<file path="config.mk">
export PLATFORM = sky130hd
export DESIGN_NAME = mtbs_geom
export DESIGN_NICKNAME = d
export VERILOG_FILES = /design/src/rtl/core/mtbs_pkg.sv /design/src/rtl/core/mtbs_geom.sv
export SDC_FILE = /design/constraint.sdc
export NUM_CORES = 1
export LEC_CHECK = 0
export BUFFER_PORTS_ARGS = -buffer_cell sky130_fd_sc_hd__buf_2
export CORE_ASPECT_RATIO = 1.2
export CORE_MARGIN = 2
export CORE_UTILIZATION = 35
export DETAILED_ROUTE_END_ITERATION = 16
export PLACE_DENSITY = 0.54
export SLEW_MARGIN = 20
export SYNTH_ARGS = -nofsm -noshare
export SYNTH_HDL_FRONTEND = slang
export SYNTH_SLANG_ARGS = --single-unit
</file>
<file path="constraint.sdc">
create_clock -name clk -period 10.9 [get_ports clk]
set_clock_uncertainty 0.15 [all_clocks]
set_input_delay 1.635 -clock clk [delete_from_list [all_inputs] [get_ports clk]]
set_output_delay 1.635 -clock clk [all_outputs]
set_load 0.05 [all_outputs]
</file>
<file path="src/rtl/core/mtbs_pkg.sv">
`timescale 1ns / 1ps
package mtbs_pkg;

  // Field widths
  localparam int IDX_W    = 16;
  localparam int POS_W    = 24;
  localparam int MARGIN_W = 16;
  localparam int COUNT_W  = 17;
  localparam int SUM_W    = 26;

  // Bitmap geometry: one memory row holds this many vertex marks
  localparam int MARK_ROW_W   = 64;
  localparam int MARK_BIT_W   = $clog2(MARK_ROW_W);
  localparam int MAX_VERTICES_DEF = 65536;

  // Face count saturates at the smaller of the limit and the field maximum
  localparam int MAX_FACES    = 65536;
  localparam int FIELD17_MAX  = 131071;
  localparam int FACE_CAP     = (MAX_FACES < FIELD17_MAX) ? MAX_FACES : FIELD17_MAX;

  // Stream widths
  localparam int S_TDATA_W = 88;
  localparam int M_TDATA_W = 40;

  // Configuration register indexes
  localparam int CFG_IDX_W = 3;
  localparam int CFG_DATA_W = 24;
  localparam logic [CFG_IDX_W-1:0] REG_BOX_MIN_X    = 3'd0;
  localparam logic [CFG_IDX_W-1:0] REG_BOX_MIN_Y    = 3'd1;
  localparam logic [CFG_IDX_W-1:0] REG_BOX_MIN_Z    = 3'd2;
  localparam logic [CFG_IDX_W-1:0] REG_BOX_MAX_X    = 3'd3;
  localparam logic [CFG_IDX_W-1:0] REG_BOX_MAX_Y    = 3'd4;
  localparam logic [CFG_IDX_W-1:0] REG_BOX_MAX_Z    = 3'd5;
  localparam logic [CFG_IDX_W-1:0] REG_EDGE_MARGIN  = 3'd6;
  localparam logic [CFG_IDX_W-1:0] REG_BOX_CHECK_ON = 3'd7;

  localparam logic [MARGIN_W-1:0] EDGE_MARGIN_RESET = 16'd26;

  typedef struct packed {
    logic signed [POS_W-1:0] min_x;
    logic signed [POS_W-1:0] min_y;
    logic signed [POS_W-1:0] min_z;
    logic signed [POS_W-1:0] max_x;
    logic signed [POS_W-1:0] max_y;
    logic signed [POS_W-1:0] max_z;
    logic [MARGIN_W-1:0]     margin;
    logic                    check_on;
  } box_cfg_t;

  typedef enum logic [1:0] {
    MARK_NONE,
    MARK_READ,
    MARK_SET,
    MARK_CLEAR
  } mark_op_t;

  typedef struct packed {
    mark_op_t              op;
    logic [MARK_BIT_W-1:0] bit_sel;
  } mark_cmd_t;

  typedef enum logic [2:0] {
    S_CLEAR,
    S_IDLE,
    S_DECIDE,
    S_MARK_RD,
    S_MARK_WR,
    S_EMIT
  } ctrl_state_t;

endpackage

</file>
<file path="src/rtl/core/mtbs_geom.sv">
`timescale 1ns / 1ps
module mtbs_geom (
  input  logic                           clk,
  input  logic                           rst,
  input  logic                           corner_load,
  input  logic                           tri_clear,
  input  logic signed [mtbs_pkg::POS_W-1:0] pos_x,
  input  logic signed [mtbs_pkg::POS_W-1:0] pos_y,
  input  logic signed [mtbs_pkg::POS_W-1:0] pos_z,
  input  mtbs_pkg::box_cfg_t             box,
  output logic                           keep
);
  import mtbs_pkg::*;

  localparam int WB_W = POS_W + 1;   // widened bound
  localparam int CB_W = POS_W + 3;   // three times widened bound, and sums

  logic signed [WB_W-1:0] hi_x, hi_y, hi_z, lo_x, lo_y, lo_z;
  logic signed [WB_W-1:0] margin_s;
  logic signed [CB_W-1:0] hi3_x, hi3_y, hi3_z, lo3_x, lo3_y, lo3_z;
  logic signed [SUM_W-1:0] sum_x, sum_y, sum_z;
  logic signed [CB_W-1:0] sx, sy, sz;
  logic                   outside;
  logic                   corner_out;
  logic                   cent_out;

  // Widen the box by the margin on every side
  always_comb begin
    margin_s = WB_W'($signed({1'b0, box.margin}));
    hi_x = WB_W'(box.max_x) + margin_s;
    hi_y = WB_W'(box.max_y) + margin_s;
    hi_z = WB_W'(box.max_z) + margin_s;
    lo_x = WB_W'(box.min_x) - margin_s;
    lo_y = WB_W'(box.min_y) - margin_s;
    lo_z = WB_W'(box.min_z) - margin_s;
    hi3_x = CB_W'(hi_x) + (CB_W'(hi_x) <<< 1);
    hi3_y = CB_W'(hi_y) + (CB_W'(hi_y) <<< 1);
    hi3_z = CB_W'(hi_z) + (CB_W'(hi_z) <<< 1);
    lo3_x = CB_W'(lo_x) + (CB_W'(lo_x) <<< 1);
    lo3_y = CB_W'(lo_y) + (CB_W'(lo_y) <<< 1);
    lo3_z = CB_W'(lo_z) + (CB_W'(lo_z) <<< 1);
  end

  // Test the arriving corner against the widened box
  always_comb begin
    corner_out = (WB_W'(pos_x) > hi_x) || (WB_W'(pos_x) < lo_x) ||
                 (WB_W'(pos_y) > hi_y) || (WB_W'(pos_y) < lo_y) ||
                 (WB_W'(pos_z) > hi_z) || (WB_W'(pos_z) < lo_z);
  end

  // Accumulate coordinate sums and the outside flag over the triangle
  always_ff @(posedge clk) begin
    if (rst || tri_clear) begin
      sum_x   <= '0;
      sum_y   <= '0;
      sum_z   <= '0;
      outside <= 1'b0;
    end else if (corner_load) begin
      sum_x   <= sum_x + SUM_W'(pos_x);
      sum_y   <= sum_y + SUM_W'(pos_y);
      sum_z   <= sum_z + SUM_W'(pos_z);
      outside <= outside | corner_out;
    end
  end

  // Compare centroid exactly: sum against three times each bound
  always_comb begin
    sx = CB_W'(sum_x);
    sy = CB_W'(sum_y);
    sz = CB_W'(sum_z);
    cent_out = (sx > hi3_x) || (sx < lo3_x) ||
               (sy > hi3_y) || (sy < lo3_y) ||
               (sz > hi3_z) || (sz < lo3_z);
    keep = !box.check_on || !outside || !cent_out;
  end

endmodule

</file>
[Word-level counts from Yosys, hierarchy flattened]
Index checks and enable logic that the tools add are counted.
Storage, ports and cells
  register bits: 79
  bits of input ports: 237
  output and inout port bits: 1
  logic and storage cells: 48
Operators by class
  add/subtract/negate cells: 15
  magnitude comparators: 12
  bitwise gates (word level): 1
  reduce and logical (&&, ||, !) cells: 16
Operators by type and width (count)
  25-bit by 26-bit adder with 27-bit output: 6
  26-bit by 27-bit greater-than comparator with 1-bit output: 3
  26-bit by 27-bit < comparator with 1-bit output: 3
  26-bit by 24-bit adder with 26-bit output: 3
  24-bit by 17-bit adder with 25-bit output: 3
  24-bit by 25-bit greater-than comparator with 1-bit output: 3
  24-bit by 25-bit < comparator with 1-bit output: 3
  24-bit by 17-bit subtractor with 25-bit output: 3
  1-bit logical OR: 13
  1-bit zero test: 3
  1-bit bitwise OR: 1

[Logic depth before layout (Yosys ltp)]
  depth after elaboration: 10
  mapped depth: 35
  depth with buffers taken out: 35

[Worst setup path before layout]
No wires, ideal clock.
  kind: input to output
  from: in box[2] in the netlist's numbering
  to: out keep
  arrival time: 8502 ps
  required time: 9115 ps
  setup slack: 613 ps
  cell stages on the path: 31
  buffers on the path: 0
  path through: inv_1 fa_1 nor2b_1 o21ai_0 a21boi_0 o21ai_0 nand2b_1 a21oi_1 o211a_1 o311ai_1 a21oi_1 xnor2_1 ha_1 a21o_1 a21o_1 a21oi_1 nor2_1 a21oi_1 o21ai_1 o41ai_2 xor2_1 ha_1 a21o_1 a21o_1 a21oi_1 o21ai_0 a211oi_1 xor2_1 o41ai_1 o211ai_1 o311ai_0
On the way
  longest elaborated chain between the ends: 10
  elaborated cells between the ends (all ways): 25
  classes of those cells: add/sub: 12; order compare: 6; reduce/logical: 7
Ends and longest elaborated chain
  start, declared: RTL line mtbs_geom.sv:10  | input mtbs_pkg::box_cfg_t box,
  24-bit by 17-bit adder with 25-bit output / 24-bit by 17-bit subtractor with 25-bit output (equally long branches): RTL line mtbs_geom.sv:30, mtbs_geom.sv:33
  25-bit by 26-bit adder with 27-bit output (on tied branches): RTL line mtbs_geom.sv:36, mtbs_geom.sv:39
  26-bit by 27-bit greater-than comparator with 1-bit output / 26-bit by 27-bit < comparator with 1-bit output (equally long branches): RTL line mtbs_geom.sv:71  | cent_out = (sx > hi3_x) || (sx < lo3_x) ||
  1-bit logical OR (2 in series): RTL line mtbs_geom.sv:71
  1-bit logical OR (2 in series): RTL line mtbs_geom.sv:72  | (sy > hi3_y) || (sy < lo3_y) ||
  1-bit logical OR *: RTL line mtbs_geom.sv:73  | (sz > hi3_z) || (sz < lo3_z);
  1-bit zero test *: RTL line mtbs_geom.sv:74  | keep = !box.check_on || !outside || !cent_out;
  1-bit logical OR *: RTL line mtbs_geom.sv:74
  end, declared: RTL line mtbs_geom.sv:11  | output logic keep
Every way passes the cells marked *; elsewhere a longest branch is shown, timed or not.

[Final worst setup path]
  from: in box[1] in the netlist's numbering
  to: out keep
The elaborated chain is that of the path after synthesis.

==> flow_summary.json <==
{
  "status": "finished clean",
  "netlist_area_mm2": 0.02463,
  "synth_edf_count": 0,
  "synth_cell_types": 85,
  "yosys.cell_count.top_type": "ha_1",
  "numPortBuffers": 237,
  "cap_violations": 0,
  "yosys_warnings": 0,
  "rows": 106,
  "reg2reg_depth": 14,
  "grtUsageMet1_pct": 29.62,
  "die-height_um": 294.6,
  "drt_iter0_markers": 1285,
  "worstSetupStartpoint": "box[1]",
  "synth_nets": 4035,
  "antenna_found_initial": 0,
  "cts_setup_buffers": 0,
  "drc": 0,
  "cpPeakStageDelay_ps": 430,
  "criticalPathCategory": "input port to primary output",
  "grt.met3_usage_pct": 1.976,
  "start_util_pct": 35.38,
  "io_pins": 238,
  "cts_tree": "yes",
  "synth_area_leaders": "ha_1, xnor2_1, dfxtp_1",
  "fmax_ghz": 0.09638,
  "ys_top_cells_by_count": "ha_1, a21oi_1, inv_1",
  "ctsResizeCount": 0,
  "synthCells": 3165,
  "layout-drive-gt1-share_pct": 9.897,
  "clk_pin_slew_ps": 70,
  "power_density_mw_per_mm2": 124.8,
  "synth_area_leader_cell": "ha_1",
  "gr-usage-all-layers_pct": 22.52,
  "crit_slowest_cell": "fa_1",
  "hold_viol_final": 0,
  "fin_nets": 4270,
  "hp-class": "register to register",
  "drt-vias-per-instance": 5.442,
  "hpwl_mm": 72.39,
  "grt_pass1_vias": 22530,
  "htree_levels": 3,
  "total_power_uw": 3410,
  "syn_avg_cell_area_um2": 7.783,
  "rr_startpoint": "sum_z[0]$_SDFFE_PP0P_",
  "drt.antenna.violating_nets": 0,
  "gp_congestion": 0.9177,
  "irDropWorstVdd_uv": 55.61,
  "area_delta_synth_final_pct": 10.96,
  "grt.busiest_layer": "met2",
  "r2r_end": "sum_z[24]$_SDFFE_PP0P_",
  "rsz0062_at_grt": "false",
  "overflow": 0,
  "period_share_pct": 95.19,
  "worstSetupStartpointType": "input port",
  "regToRegSetupSlack_ps": 7100,
  "vias": 23530,
  "synth_top_area_share_pct": 31.39,
  "end_kind": "primary output",
  "cts_sinks": 79,
  "clock_latency_ps": 400,
  "routed_wl_mm": 82.38,
  "synth_ff_type": "dfxtp_1",
  "ys_ff_latch": 79,
  "wire_per_inst_um": 19.05,
  "critPathBufInv": 5,
  "grtUsageMet2_pct": 38.09,
  "fin_hold_ws_ps": 383.5,
  "p_leak_uw": 0.01385,
  "first_pass_iters": 5,
  "worstMarginPinSlew_ps": 844.4,
  "ff_latch_area_mm2": 0.001582,
  "crit_family": "compound AO/OA/AOI/OAI gates",
  "synth-async-reset-ratio_pct": 0,
  "clockBufferDepth": 2,
  "multiInputGateArea_mm2": 0.02209,
  "fin_crit_ps": 10380,
  "placed_area_mm2": 0.02696,
  "critPathMaxFanout": 6,
  "core-area_mm2": 0.06963,
  "fillers": 7359,
  "yosysSeqAreaShare_pct": 6.420,
  "grt_pass1_wl_mm": 125.0,
  "die_width_um": 246.2,
  "fin_util_pct": 39.25,
  "slew_headroom_pct": 43.59,
  "fin_area_mm2": 0.02733,
  "numCtsBuffers": 9,
  "cts_hold_buffers": 0,
  "finalSetupTns_ps": 0,
  "worstSetupEndpoint": "keep",
  "critPathRequiredTime_ps": 9120,
  "grt_max_degree": 46,
  "worstPathArrival_ps": 8590,
  "setup_viol": 0,
  "fp.dieArea_mm2": 0.07253,
  "path_depth": 36,
  "cts_root_buffer": "clkbuf_16",
  "slew_violations": 0
}
worst min path at each step:
stage                      startpoint                     end  slack, ps  cells past startpoint
2_1_floorplan  sum_y[24]$_SDFFE_PP0P_  sum_y[24]$_SDFFE_PP0P_        320                      2
3_3_place_gp   sum_y[24]$_SDFFE_PP0P_  sum_y[24]$_SDFFE_PP0P_        370                      2
3_5_place_dp   sum_y[24]$_SDFFE_PP0P_  sum_y[24]$_SDFFE_PP0P_        380                      2
4_1_cts        sum_y[24]$_SDFFE_PP0P_  sum_y[24]$_SDFFE_PP0P_        390                      2
5_1_grt        sum_y[24]$_SDFFE_PP0P_  sum_y[24]$_SDFFE_PP0P_        410                      2
6_report       sum_y[24]$_SDFFE_PP0P_  sum_y[24]$_SDFFE_PP0P_        380                      2
placed cells by master (no fill, tap or decap), types with 52 or more instances in the layout:
| cell type | count |
|---|---|
| xnor2_1 | 193 |
| o21a_1 | 65 |
| inv_1 | 242 |
| nor3_1 | 63 |
| nand2_1 | 143 |
| a21oi_1 | 288 |
| nor2_1 | 237 |
| a21o_1 | 163 |
| o21ai_0 | 160 |
| ha_1 | 618 |
| nand2b_1 | 52 |
| dfxtp_1 | 79 |
| xor2_1 | 150 |
| buf_2 | 235 |
| nand3_1 | 68 |
| nor2b_1 | 65 |
per-layer routing:
layer	part of all wire, %	vias up
met5	0	-
met4	3.3	0
met3	3.8	72
met2	46	410
met1	47	10890
li1	-	12160
sequential cells by signal (all words and copies together) (netlist names):
name and count:
sum_x 26, sum_z 26, outside 1, sum_y 26
cell type report:
type,count,area share (%)
Inverter,245,3.369
Multi-Input combinational cell,2819,80.82
Timing Repair Buffer,246,4.651
Antenna cell,1,0.009155
Clock inverter,4,0.1877
Clock buffer,12,0.9751
Tap cell,918,4.202
Sequential cell,79,5.786
stage by stage:
step,worst slack [ps],instances
floorplan,612.9,3165
global placement,439.7,4307
detailed placement,298.2,4307
CTS,243.7,4323
global route,6.605,4323
finish,524.2,4324
worst reg2reg max path, stage by stage (launching register included):
cell and delay, ps:
dfxtp_1 400, ha_1 220, inv_1 70, fa_1 390, and2b_1 240, o21ai_0 120
o21ai_0 300, a21oi_1 170, a211oi_1 530, o211ai_1 190, a21boi_0 280, o41ai_1 150
o21ai_0 230, xnor2_1 150, o21ai_0 90
cells by family (layout without fill, tap and decap cells):
family	Yosys count	in the layout	synth area share (%)
other	0	1	0
AOI/OAI and AO/OA	973	973	25.93
adders and majority gates	634	634	32.65
xor gates and xnor gates	344	344	12.26
buffers and inverters	267	507	4.104
DFF	79	79	6.420
muxes	43	43	1.747
and+or+nand+nor	825	825	16.89
report_power, final:
part	leakage, uW	internal, uW	switching (uW)	total (uW)
sequential	0.000644	302	23.7	326
combinational	0.0131	1180	1560	2730
clock	0.000155	197	157	353
total	0.0139	1670	1740	3410
No activity file was read; power rests on OpenSTA's default activity.
